`src/hdl/hat_pkg.sv`:
```
// Shared types, register indexes and widths of the hangover activity trigger.
`timescale 1ns / 1ps
`default_nettype none
package hat_pkg;

   localparam int SampleWidth       = 16;
   localparam int SampleBitsDefault = 16;
   localparam int DataWidth         = 32;
   localparam int HangWidth         = 16;
   localparam int AddrWidth         = 5;
   localparam int IndexWidth        = 3;
   localparam int FifoDepth         = 4;

   // register indexes, byte address is 4 * index
   localparam logic [IndexWidth-1:0] RegModeFlags         = 3'd0;
   localparam logic [IndexWidth-1:0] RegHangoverIn        = 3'd1;
   localparam logic [IndexWidth-1:0] RegHangoverOut       = 3'd2;
   localparam logic [IndexWidth-1:0] RegMinDuration       = 3'd3;
   localparam logic [IndexWidth-1:0] RegMaxDuration       = 3'd4;
   localparam logic [IndexWidth-1:0] RegIncrementInterval = 3'd5;
   localparam logic [IndexWidth-1:0] RegLowerOffset       = 3'd6;
   localparam logic [IndexWidth-1:0] RegUpperOffset       = 3'd7;

   localparam logic StatusContinued = 1'b0;
   localparam logic StatusCompleted = 1'b1;

   typedef struct packed {
      logic                 all_chan;
      logic                 eager_en;
      logic [HangWidth-1:0] hangover_in;
      logic [HangWidth-1:0] hangover_out;
      logic [DataWidth-1:0] min_duration;
      logic [DataWidth-1:0] max_duration;
      logic [DataWidth-1:0] increment_interval;
      logic [DataWidth-1:0] lower_offset;
      logic [DataWidth-1:0] upper_offset;
   } cfg_type;

   // decisions of one closed frame, handed to the report stage
   typedef struct packed {
      logic                 eager;
      logic                 cont;
      logic                 comp;
      logic [DataWidth-1:0] start;
      logic [DataWidth-1:0] cont_now;
      logic [DataWidth-1:0] cont_dur;
      logic [DataWidth-1:0] comp_now;
      logic [DataWidth-1:0] comp_dur;
   } event_type;

   typedef struct packed {
      logic [DataWidth-1:0] event_start;
      logic [DataWidth-1:0] event_length;
      logic                 status;
      logic                 last;
   } result_type;

endpackage
`default_nettype wire

```
`src/hdl/hangover_activity_trigger.sv`:
```
// Top level: configuration registers and the tracker and report stages.
//
//   port group   dir   handshake               payload
//   req_*        in    req_valid / req_ready   req_sample, req_frame_end
//   rsp_*        out   rsp_valid / rsp_ready   rsp_event_start, rsp_event_length,
//                                              rsp_status, rsp_last
//   csr_*        in    psel/penable/pready     csr_paddr, csr_pwdata, csr_prdata
//
// One item per cycle is accepted unless stalled; tracker updates all frame state at once.
// A frame end goes via the input and event registers to the result queue and rsp_valid.
// A frame end with two results needs two output transfers; a 4-entry queue absorbs this.
// Reset clears state and control registers, not the data registers; no clearing pass.
// An rsp stall fills the queue, then holds the event and input registers, then req_ready.
`timescale 1ns / 1ps
`default_nettype none
module hangover_activity_trigger #(
   parameter int SAMPLE_BITS = hat_pkg::SampleBitsDefault
) (
   input  wire                                    clock,
   input  wire                                    reset,
   input  wire                                    req_valid,
   output logic                                   req_ready,
   input  wire  signed [hat_pkg::SampleWidth-1:0] req_sample,
   input  wire                                    req_frame_end,
   output logic                                   rsp_valid,
   input  wire                                    rsp_ready,
   output logic [hat_pkg::DataWidth-1:0]          rsp_event_start,
   output logic [hat_pkg::DataWidth-1:0]          rsp_event_length,
   output logic                                   rsp_status,
   output logic                                   rsp_last,
   input  wire                                    csr_psel,
   input  wire                                    csr_penable,
   input  wire                                    csr_pwrite,
   input  wire  [hat_pkg::AddrWidth-1:0]          csr_paddr,
   input  wire  [hat_pkg::DataWidth-1:0]          csr_pwdata,
   output logic [hat_pkg::DataWidth-1:0]          csr_prdata,
   output logic                                   csr_pready
);

   logic [1:0]                     mode_flags_ff;
   logic [hat_pkg::HangWidth-1:0]  hangover_in_ff;
   logic [hat_pkg::HangWidth-1:0]  hangover_out_ff;
   logic [hat_pkg::DataWidth-1:0]  min_duration_ff;
   logic [hat_pkg::DataWidth-1:0]  max_duration_ff;
   logic [hat_pkg::DataWidth-1:0]  increment_interval_ff;
   logic [hat_pkg::DataWidth-1:0]  lower_offset_ff;
   logic [hat_pkg::DataWidth-1:0]  upper_offset_ff;

   logic [hat_pkg::IndexWidth-1:0] csr_index;
   logic                           csr_write;
   hat_pkg::cfg_type               cfg;
   hat_pkg::event_type             ev;
   logic                           ev_valid;
   logic                           ev_ready;

   assign csr_pready = 1'b1;
   assign csr_index  = csr_paddr[hat_pkg::AddrWidth-1:2];
   assign csr_write  = csr_psel && csr_penable && csr_pwrite && csr_pready;

   always_ff @(posedge clock) begin
      if (reset) begin
         mode_flags_ff         <= '0;
         hangover_in_ff        <= '0;
         hangover_out_ff       <= '0;
         min_duration_ff       <= '0;
         max_duration_ff       <= '0;
         increment_interval_ff <= '0;
         lower_offset_ff       <= '0;
         upper_offset_ff       <= '0;
      end else if (csr_write) begin
         case (csr_index)
            hat_pkg::RegModeFlags:         mode_flags_ff         <= csr_pwdata[1:0];
            hat_pkg::RegHangoverIn:        hangover_in_ff        <= csr_pwdata[15:0];
            hat_pkg::RegHangoverOut:       hangover_out_ff       <= csr_pwdata[15:0];
            hat_pkg::RegMinDuration:       min_duration_ff       <= csr_pwdata;
            hat_pkg::RegMaxDuration:       max_duration_ff       <= csr_pwdata;
            hat_pkg::RegIncrementInterval: increment_interval_ff <= csr_pwdata;
            hat_pkg::RegLowerOffset:       lower_offset_ff       <= csr_pwdata;
            hat_pkg::RegUpperOffset:       upper_offset_ff       <= csr_pwdata;
            default: begin
            end
         endcase
      end
   end

   always_comb begin
      case (csr_index)
         hat_pkg::RegModeFlags:         csr_prdata = {30'd0, mode_flags_ff};
         hat_pkg::RegHangoverIn:        csr_prdata = {16'd0, hangover_in_ff};
         hat_pkg::RegHangoverOut:       csr_prdata = {16'd0, hangover_out_ff};
         hat_pkg::RegMinDuration:       csr_prdata = min_duration_ff;
         hat_pkg::RegMaxDuration:       csr_prdata = max_duration_ff;
         hat_pkg::RegIncrementInterval: csr_prdata = increment_interval_ff;
         hat_pkg::RegLowerOffset:       csr_prdata = lower_offset_ff;
         hat_pkg::RegUpperOffset:       csr_prdata = upper_offset_ff;
         default:                       csr_prdata = '0;
      endcase
   end

   always_comb begin
      cfg.all_chan           = mode_flags_ff[0];
      cfg.eager_en           = mode_flags_ff[1];
      cfg.hangover_in        = hangover_in_ff;
      cfg.hangover_out       = hangover_out_ff;
      cfg.min_duration       = min_duration_ff;
      cfg.max_duration       = max_duration_ff;
      cfg.increment_interval = increment_interval_ff;
      cfg.lower_offset       = lower_offset_ff;
      cfg.upper_offset       = upper_offset_ff;
   end

   hat_tracker #(
      .SAMPLE_BITS (SAMPLE_BITS)
   ) u_tracker (
      .clock         (clock),
      .reset         (reset),
      .cfg           (cfg),
      .req_valid     (req_valid),
      .req_ready     (req_ready),
      .req_sample    (req_sample),
      .req_frame_end (req_frame_end),
      .ev_valid      (ev_valid),
      .ev_ready      (ev_ready),
      .ev            (ev)
   );

   hat_report u_report (
      .clock            (clock),
      .reset            (reset),
      .cfg              (cfg),
      .ev_valid         (ev_valid),
      .ev_ready         (ev_ready),
      .ev               (ev),
      .rsp_valid        (rsp_valid),
      .rsp_ready        (rsp_ready),
      .rsp_event_start  (rsp_event_start),
      .rsp_event_length (rsp_event_length),
      .rsp_status       (rsp_status),
      .rsp_last         (rsp_last)
   );

   a_hang_in_write: assert property (@(posedge clock) disable iff (reset)
      csr_write && (csr_index == hat_pkg::RegHangoverIn)
      |=> hangover_in_ff == $past(csr_pwdata[15:0]))
      else $error("hangover_in write lost");

endmodule
`default_nettype wire

```
`src/hdl/hat_tracker.sv`:
```
// Input register, frame activity and hangover state, event register.
`timescale 1ns / 1ps
`default_nettype none
module hat_tracker #(
   parameter int SAMPLE_BITS = hat_pkg::SampleBitsDefault
) (
   input  wire                                clock,
   input  wire                                reset,
   input  hat_pkg::cfg_type                   cfg,
   input  wire                                req_valid,
   output logic                               req_ready,
   input  wire  signed [hat_pkg::SampleWidth-1:0] req_sample,
   input  wire                                req_frame_end,
   output logic                               ev_valid,
   input  wire                                ev_ready,
   output hat_pkg::event_type                 ev
);

   localparam int TestBits = (SAMPLE_BITS < hat_pkg::SampleWidth) ?
                             SAMPLE_BITS : hat_pkg::SampleWidth;

   logic                           in_valid_ff;
   logic                           in_nz_ff;
   logic                           in_end_ff;
   logic                           take;

   logic [hat_pkg::DataWidth-1:0]  frame_index_ff, frame_index_in;
   logic                           frame_active_ff, frame_active_in;
   logic                           frame_open_ff, frame_open_in;
   logic                           triggered_ff, triggered_in;
   logic [hat_pkg::HangWidth-1:0]  in_count_ff, in_count_in;
   logic [hat_pkg::HangWidth-1:0]  out_count_ff, out_count_in;
   logic [hat_pkg::DataWidth-1:0]  report_count_ff, report_count_in;
   logic [hat_pkg::DataWidth-1:0]  start_frame_ff, start_frame_in;
   logic [hat_pkg::DataWidth-1:0]  stop_frame_ff, stop_frame_in;
   logic                           ev_valid_ff;
   hat_pkg::event_type             ev_ff, ev_in;

   logic                           act;
   logic [hat_pkg::DataWidth-1:0]  rc_dec;

   assign ev_valid  = ev_valid_ff;
   assign ev        = ev_ff;
   assign take      = in_valid_ff && (!ev_valid_ff || ev_ready);
   assign req_ready = !in_valid_ff || take;

   always_comb begin
      if (!frame_open_ff) begin
         act = in_nz_ff;
      end else if (cfg.all_chan) begin
         act = frame_active_ff && in_nz_ff;
      end else begin
         act = frame_active_ff || in_nz_ff;
      end
   end

   assign rc_dec = report_count_ff - 1'b1;

   always_comb begin
      frame_index_in  = frame_index_ff;
      frame_active_in = frame_active_ff;
      frame_open_in   = frame_open_ff;
      triggered_in    = triggered_ff;
      in_count_in     = in_count_ff;
      out_count_in    = out_count_ff;
      report_count_in = report_count_ff;
      start_frame_in  = start_frame_ff;
      stop_frame_in   = stop_frame_ff;
      ev_in           = '0;
      ev_in.start     = start_frame_ff;
      ev_in.cont_now  = frame_index_ff;
      ev_in.cont_dur  = frame_index_ff - start_frame_ff;
      ev_in.comp_now  = stop_frame_ff;
      ev_in.comp_dur  = stop_frame_ff - start_frame_ff;
      if (take) begin
         frame_active_in = act;
         frame_open_in   = !in_end_ff;
         if (in_end_ff) begin
            frame_index_in = frame_index_ff + 1'b1;
            if (!triggered_ff) begin
               if (act) begin
                  if (in_count_ff == cfg.hangover_in) begin
                     start_frame_in = frame_index_ff;
                  end
                  if (in_count_ff == '0) begin
                     triggered_in    = 1'b1;
                     out_count_in    = cfg.hangover_out;
                     report_count_in = cfg.increment_interval -
                                       {{(hat_pkg::DataWidth-hat_pkg::HangWidth){1'b0}},
                                        cfg.hangover_in};
                     ev_in.eager     = cfg.eager_en;
                     ev_in.start     = start_frame_in;
                  end else begin
                     in_count_in = in_count_ff - 1'b1;
                  end
               end else begin
                  in_count_in = cfg.hangover_in;
               end
            end else begin
               if (cfg.increment_interval != '0) begin
                  report_count_in = rc_dec;
                  if (rc_dec == '0) begin
                     ev_in.cont      = 1'b1;
                     report_count_in = cfg.increment_interval;
                  end
               end
               if (!act) begin
                  // the first inactive frame of a run marks the stop
                  if (out_count_ff == cfg.hangover_out) begin
                     stop_frame_in  = frame_index_ff;
                     ev_in.comp_now = frame_index_ff;
                     ev_in.comp_dur = frame_index_ff - start_frame_ff;
                  end
                  if (out_count_ff == '0) begin
                     ev_in.comp   = 1'b1;
                     triggered_in = 1'b0;
                     in_count_in  = cfg.hangover_in;
                  end else begin
                     out_count_in = out_count_ff - 1'b1;
                  end
               end else begin
                  out_count_in = cfg.hangover_out;
               end
            end
         end
      end
   end

   always_ff @(posedge clock) begin
      if (reset) begin
         in_valid_ff     <= 1'b0;
         ev_valid_ff     <= 1'b0;
         frame_index_ff  <= '0;
         frame_active_ff <= 1'b0;
         frame_open_ff   <= 1'b0;
         triggered_ff    <= 1'b0;
         in_count_ff     <= '0;
         out_count_ff    <= '0;
         report_count_ff <= '0;
         start_frame_ff  <= '0;
         stop_frame_ff   <= '0;
      end else begin
         if (req_ready) begin
            in_valid_ff <= req_valid;
         end
         if (!ev_valid_ff || ev_ready) begin
            ev_valid_ff <= take && in_end_ff;
         end
         frame_index_ff  <= frame_index_in;
         frame_active_ff <= frame_active_in;
         frame_open_ff   <= frame_open_in;
         triggered_ff    <= triggered_in;
         in_count_ff     <= in_count_in;
         out_count_ff    <= out_count_in;
         report_count_ff <= report_count_in;
         start_frame_ff  <= start_frame_in;
         stop_frame_ff   <= stop_frame_in;
      end
   end

   always_ff @(posedge clock) begin
      if (req_valid && req_ready) begin
         in_nz_ff  <= |req_sample[TestBits-1:0];
         in_end_ff <= req_frame_end;
      end
      if (take) begin
         ev_ff <= ev_in;
      end
   end

   // an eager notice only comes from an idle tracker, never with a report
   a_eager_alone: assert property (@(posedge clock) disable iff (reset)
      ev_valid_ff && ev_ff.eager |-> !ev_ff.cont && !ev_ff.comp)
      else $error("eager notice together with a report");

   // a completion drops the trigger
   a_comp_clears: assert property (@(posedge clock) disable iff (reset)
      take && in_end_ff && ev_in.comp |=> !triggered_ff)
      else $error("trigger still set after completion");

endmodule
`default_nettype wire

```
`src/hdl/hat_report.sv`:
```
// Clamp, filter and offset of reports, and the result queue.
`timescale 1ns / 1ps
`default_nettype none
module hat_report (
   input  wire                                clock,
   input  wire                                reset,
   input  hat_pkg::cfg_type                   cfg,
   input  wire                                ev_valid,
   output logic                               ev_ready,
   input  hat_pkg::event_type                 ev,
   output logic                               rsp_valid,
   input  wire                                rsp_ready,
   output logic [hat_pkg::DataWidth-1:0]      rsp_event_start,
   output logic [hat_pkg::DataWidth-1:0]      rsp_event_length,
   output logic                               rsp_status,
   output logic                               rsp_last
);

   localparam int PtrWidth   = $clog2(hat_pkg::FifoDepth);
   localparam int CountWidth = $clog2(hat_pkg::FifoDepth + 1);

   typedef struct packed {
      logic                          pass;
      logic [hat_pkg::DataWidth-1:0] start;
      logic [hat_pkg::DataWidth-1:0] length;
   } report_type;

   function automatic report_type format_report(
      input hat_pkg::cfg_type              c,
      input logic [hat_pkg::DataWidth-1:0] now,
      input logic [hat_pkg::DataWidth-1:0] dur,
      input logic [hat_pkg::DataWidth-1:0] start
   );
      logic                          clamp;
      logic [hat_pkg::DataWidth-1:0] d;
      logic [hat_pkg::DataWidth-1:0] ts;
      report_type                    r;
      clamp    = (c.max_duration != '0) && (dur > c.max_duration);
      d        = clamp ? c.max_duration : dur;
      ts       = clamp ? (now - c.max_duration) : start;
      r.pass   = (d != '0) && (d >= c.min_duration);
      r.start  = (ts >= c.lower_offset) ? (ts - c.lower_offset) : '0;
      r.length = (d > ~c.upper_offset) ? '1 : (d + c.upper_offset);
      return r;
   endfunction

   hat_pkg::result_type            fifo_mem_ff [hat_pkg::FifoDepth];
   logic [PtrWidth-1:0]            wr_ptr_ff, wr_ptr_in;
   logic [PtrWidth-1:0]            rd_ptr_ff, rd_ptr_in;
   logic [CountWidth-1:0]          count_ff, count_in;

   report_type                     rep_cont;
   report_type                     rep_comp;
   hat_pkg::result_type            entry0, entry1;
   logic [1:0]                     push_n;
   logic                           push;
   logic                           pop;
   logic                           use_cont;
   logic                           use_comp;

   assign rep_cont = format_report(cfg, ev.cont_now, ev.cont_dur, ev.start);
   assign rep_comp = format_report(cfg, ev.comp_now, ev.comp_dur, ev.start);
   assign use_cont = ev.cont && rep_cont.pass;
   assign use_comp = ev.comp && rep_comp.pass;

   // pack the surviving results in order, continued before completed
   always_comb begin
      entry0 = '0;
      entry1 = '0;
      push_n = 2'd0;
      if (ev.eager) begin
         entry0.event_start = ev.start;
         entry0.status      = hat_pkg::StatusContinued;
         entry0.last        = 1'b1;
         push_n             = 2'd1;
      end else if (use_cont) begin
         entry0.event_start  = rep_cont.start;
         entry0.event_length = rep_cont.length;
         entry0.status       = hat_pkg::StatusContinued;
         entry0.last         = !use_comp;
         entry1.event_start  = rep_comp.start;
         entry1.event_length = rep_comp.length;
         entry1.status       = hat_pkg::StatusCompleted;
         entry1.last         = 1'b1;
         push_n              = use_comp ? 2'd2 : 2'd1;
      end else if (use_comp) begin
         entry0.event_start  = rep_comp.start;
         entry0.event_length = rep_comp.length;
         entry0.status       = hat_pkg::StatusCompleted;
         entry0.last         = 1'b1;
         push_n              = 2'd1;
      end
   end

   // take an event only with room for two results
   assign ev_ready  = count_ff <= CountWidth'(hat_pkg::FifoDepth - 2);
   assign push      = ev_valid && ev_ready;
   assign rsp_valid = count_ff != '0;
   assign pop       = rsp_valid && rsp_ready;

   assign rsp_event_start  = fifo_mem_ff[rd_ptr_ff].event_start;
   assign rsp_event_length = fifo_mem_ff[rd_ptr_ff].event_length;
   assign rsp_status       = fifo_mem_ff[rd_ptr_ff].status;
   assign rsp_last         = fifo_mem_ff[rd_ptr_ff].last;

   always_comb begin
      wr_ptr_in = wr_ptr_ff;
      rd_ptr_in = rd_ptr_ff;
      count_in  = count_ff;
      if (push) begin
         wr_ptr_in = wr_ptr_ff + PtrWidth'(push_n);
         count_in  = count_in + CountWidth'(push_n);
      end
      if (pop) begin
         rd_ptr_in = rd_ptr_ff + 1'b1;
         count_in  = count_in - 1'b1;
      end
   end

   always_ff @(posedge clock) begin
      if (reset) begin
         wr_ptr_ff <= '0;
         rd_ptr_ff <= '0;
         count_ff  <= '0;
      end else begin
         wr_ptr_ff <= wr_ptr_in;
         rd_ptr_ff <= rd_ptr_in;
         count_ff  <= count_in;
      end
   end

   always_ff @(posedge clock) begin
      if (push && (push_n != 2'd0)) begin
         fifo_mem_ff[wr_ptr_ff] <= entry0;
      end
      if (push && (push_n == 2'd2)) begin
         fifo_mem_ff[PtrWidth'(wr_ptr_ff + 1'b1)] <= entry1;
      end
   end

   a_fifo_bound: assert property (@(posedge clock) disable iff (reset)
      count_ff <= CountWidth'(hat_pkg::FifoDepth))
      else $error("result queue overflow");

endmodule
`default_nettype wire

```
`config.mk`:
```
export PLATFORM = sky130hd
export DESIGN_NAME = hangover_activity_trigger
export DESIGN_NICKNAME = d
export VERILOG_FILES = /design/src/hdl/hat_pkg.sv /design/src/hdl/hangover_activity_trigger.sv /design/src/hdl/hat_tracker.sv /design/src/hdl/hat_report.sv
export SDC_FILE = /design/constraint.sdc
export NUM_CORES = 2
export LEC_CHECK = 0
export BUFFER_PORTS_ARGS = -buffer_cell sky130_fd_sc_hd__buf_2
export CORE_MARGIN = 2
export CORE_UTILIZATION = 53
export DETAILED_ROUTE_END_ITERATION = 8
export PLACE_DENSITY_LB_ADDON = 0.1
export SYNTH_ARGS = -nofsm -noshare
export SYNTH_HDL_FRONTEND = slang
export SYNTH_SLANG_ARGS = --single-unit
```
`constraint.sdc`:
```
create_clock -name clock -period 13 [get_ports clock]
set_input_delay 1.3 -clock clock [delete_from_list [all_inputs] [get_ports clock]]
set_output_delay 1.3 -clock clock [all_outputs]
set_load 0.02 [all_outputs]
```
==> key figures <==
Run status
  – Status: finished, violations left
  – Failing checks: capacitance limit, slew limit

Timing
  – Setup Skew: 0.0377 ns
  – Relative slew slack: -4.62%
  – F_max: 103 MHz
  – Max Slew Vio Count: 3
  – Minimum clock period: 9.67 ns
  – Post-route setup TNS: 0 ns
  – Final WS setup: 3.33 ns
  – Period utilisation layout: 74.3%
  – Setup violators final: 0
  – Unrepaired setup endpoints after global routing: false
  – Final hold viol count: 0
  – Actual slew at the worst max-slew pin: 1.55 ns

Finish
  – Area of the multi-input gates: 33100 sq um
  – Final core occ: 58.3%
  – Fillers: 9432
  – Register area: 20300 sq um
  – Layout cells sized above 1: 9.23%
  – Synthesis-to-finish area growth: 8.87%
  – Final #Nets: 6896

Run
  – Max cap viols: 1

Power
  – Net Sw Frac: 37.1%
  – Peak VDD IR: 0.320 mV
  – P_leak: 23.1 nW
  – Share of total power in sequential cells: 34.7%
  – P_sw: 0.00311 W
  – Total power: 0.00839 W
  – Power share of the clock group: 30.3%
  – Combinational Power Share: 34.9%
  – Total power divided by cell area: 139 nW/um^2
  – Cell Int Power: 0.00528 W

Die
  – Core ar.: 104000 sq um
  – Ports: 162
  – Die Y: 328 microns
  – Die area: 107000 sq um
  – Initial Utilization: 53.5%
  – DIE WIDTH: 328 microns
  – Num rows: 118

Logic synthesis
  – Area share of the largest cell type after synthesis: 23.2%
  – FF+latch count, synth: 797
  – Top-count cell post-synth: nand2_1
  – Ys flop type: edfxtp_1
  – Count of different cell masters after synthesis: 97
  – Post-synthesis sequential area ratio: 36.5%
  – Post-synth ARST share: 0%
  – Post-Synthesis Cells: 6418
  – Syn Area/Cell: 8.65 sq um
  – Mapped Nets: 6897
  – Synth Warn #: 0
  – Mapped Area: 55500 sq um
  – Post-synth top cells: 1069 x nand2_1, 642 x a21oi_1, 510 x o21ai_0
  – Synth top area cells: edfxtp_1 23%, dfxtp_1 13%, ha_1 9.2%
  – EDFF count, synth: 429
  – Largest area contributor in the netlist: edfxtp_1

Placed design
  – HPWL Detailed: 154000 microns
  – Post-Place Setup Slack: 3.60 ns
  – PortBufs: 158
  – Routability cong.: 1.02

Setup path
  – CP max FO: 61
  – Worst r2r src: max_duration_ff[27]
  – Slowest cell delay on critical path: 0.90 ns
  – Buffers & Inverters on Critical Path: 5
  – CP Data Required Time: 13.40 ns
  – Type of the worst setup path: reg2reg
  – Slowest CP cell: nor4_1
  – Reg2Reg Depth: 26
  – CP Launch Point: max_duration_ff[27]
  – CP endpoint kind: flip-flop
  – Worst setup SP type: flip-flop
  – CP top delay family: simple AND/OR/NAND/NOR gates
  – Most used cell, CP: buf_4
  – Data arrival, critical path: 10.06 ns
  – Reg-to-Reg End: u_report.fifo_mem_ff[0][19]
  – R2r setup slk: 3.33 ns

Clocking
  – Clock Pin Slew Worst Setup and Hold Paths: 0.06 ns
  – Post-cts sizing count: 0
  – CTS tree: yes
  – Hold_buf cts: 0
  – Clock buffer depth: 3
  – Htree depth: 3
  – Cts bufs inserted: 90
  – CTS sink cnt: 797
  – Clock Latency Late Sink: 0.72 ns
  – # Post-CTS Setup Buffers: 0
  – Root buffer cell: clkbuf_16

Detailed routing
  – Drt wl/cell: 25.4 microns
  – Drt pass-1 iters: 6
  – Vias per inst: 6.36
  – Via count: 50100
  – Antenna-violating nets left: 0
  – DR DRC count: 0
  – Drt first-iter violations: 5688
  – DRT Wirelength: 200000 microns

GRT
  – Largest net degree at the start of global routing: 171
  – Global-route wire length before repair: 295000 microns
  – Global route total overflow: 0
  – Number of global-route vias before repair: 45900
  – Initial antenna violation count: 5
  – GRT Overall Usage: 36.4%

Worst hold path
  – Worst min path class: reg2reg
  – Hold path startpoint: lower_offset_ff[7]
  – Hold path cells: 2
  – Hold endpoint: lower_offset_ff[7]
## layout make-up
| type | instances | area share, % |
|---|---|---|
| Inverter | 264 | 1.64 |
| Tap cell | 1380 | 2.86 |
| Antenna cell | 2 | 0.00828 |
| Sequential cell | 797 | 33.5 |
| Clock inverter | 48 | 0.683 |
| Clock buffer | 120 | 4.17 |
| Multi-Input combinational cell | 5029 | 54.8 |
| Timing Repair Buffer | 235 | 2.30 |
## flip-flops by register name (all words and copies together) (netlist names), 3 cells and up, named ones only
signal	flops
hangover_in_ff	16
hangover_out_ff	16
increment_interval_ff	32
lower_offset_ff	32
max_duration_ff	32
min_duration_ff	32
u_report.count_ff	3
u_report.fifo_mem_ff	264
u_tracker.ev	163
u_tracker.frame_index_ff	32
u_tracker.in_count_ff	16
u_tracker.out_count_ff	16
u_tracker.report_count_ff	32
u_tracker.start_frame_ff	32
u_tracker.stop_frame_ff	32
upper_offset_ff	32
## worst max path at each step
stage	depth (start not counted)	to	slack [ns]
2_1_floorplan	25	u_report.fifo_mem_ff[1][0]	2.54
3_3_place_gp	26	u_report.fifo_mem_ff[0][19]	3.57
3_5_place_dp	26	u_report.fifo_mem_ff[0][19]	3.60
4_1_cts	26	u_report.fifo_mem_ff[0][19]	3.54
5_1_grt	26	u_report.fifo_mem_ff[0][28]	2.88
6_report	26	u_report.fifo_mem_ff[0][19]	3.33
## stage by stage
stage               hold slack (ns)  cell area (sq um)  instances
finish                        0.464              60400       7875
global route                  0.490              60400       7873
CTS                           0.460              60400       7873
detailed placement            0.452              57500       7705
global placement              0.443              57500       7705
floorplan                     0.431              55500       6418
## tightest hold or removal path: stages, from the launching register on
cell	delay, ns
dfxtp_1	0.31
nand2_1	0.05
a21oi_1	0.05
## routing by layer
layer	GRT usage [%]	up-vias	wire length, microns
li1	-	23400	-
met4	16.4	4	10300
met3	7.00	382	17400
met2	55.2	2231	87100
met5	0	-	27
met1	50.4	24100	85300
## placed cells by master, fill, tap and decap left out, types with 17 or more instances in the layout
cell type  instances
a22o_1            30
nand2_1         1067
o22ai_1           24
and3_1            39
or2_2             24
mux2i_1          124
mux2_2            57
o31ai_1           33
a221oi_1          28
nor4_1            66
inv_1            262
xor2_1           127
nor2b_1           47
buf_4             76
o21a_1            60
dfxtp_1          366
a21o_1           142
o21ai_0          510
nand3_1          122
a21oi_1          640
a221o_1           31
clkbuf_16         92
nand2b_1          62
o211ai_1          35
mux4_2            93
a211oi_1          55
clkinv_2          17
edfxtp_1         429
nand4_1           73
ha_1             408
buf_2            157
or3_1             46
a22oi_1           34
a31oi_1           39
and2_1            31
clkbuf_1          17
xnor2_1          159
nor2_1           429
o21bai_1          30
nor3_1           105
## logic make-up after synthesis
group / Yosys count / synth area share (%)
simple gates: 2194 / 17.7
compound gates: 1856 / 20.4
flops: 797 / 36.5
buf+inv: 592 / 4.10
fa+ha+maj: 418 / 9.56
xor+xnor: 286 / 4.51
mux: 274 / 7.17
other cells: 1 / 0.00676
## power by group through the flow
stage | registers (W) | logic [W] | clock network, W
6_report | 0.00291 | 0.00293 | 0.00255
5_1_grt | 0.00293 | 0.00318 | 0.00266
4_1_cts | 0.00291 | 0.00288 | 0.00257
3_5_place_dp | 0.00296 | 0.00286 | 0
3_3_place_gp | 0.00296 | 0.00284 | 0
2_1_floorplan | 0.00289 | 0.00213 | 0
Note: power is estimated with default switching activity, not from simulation.
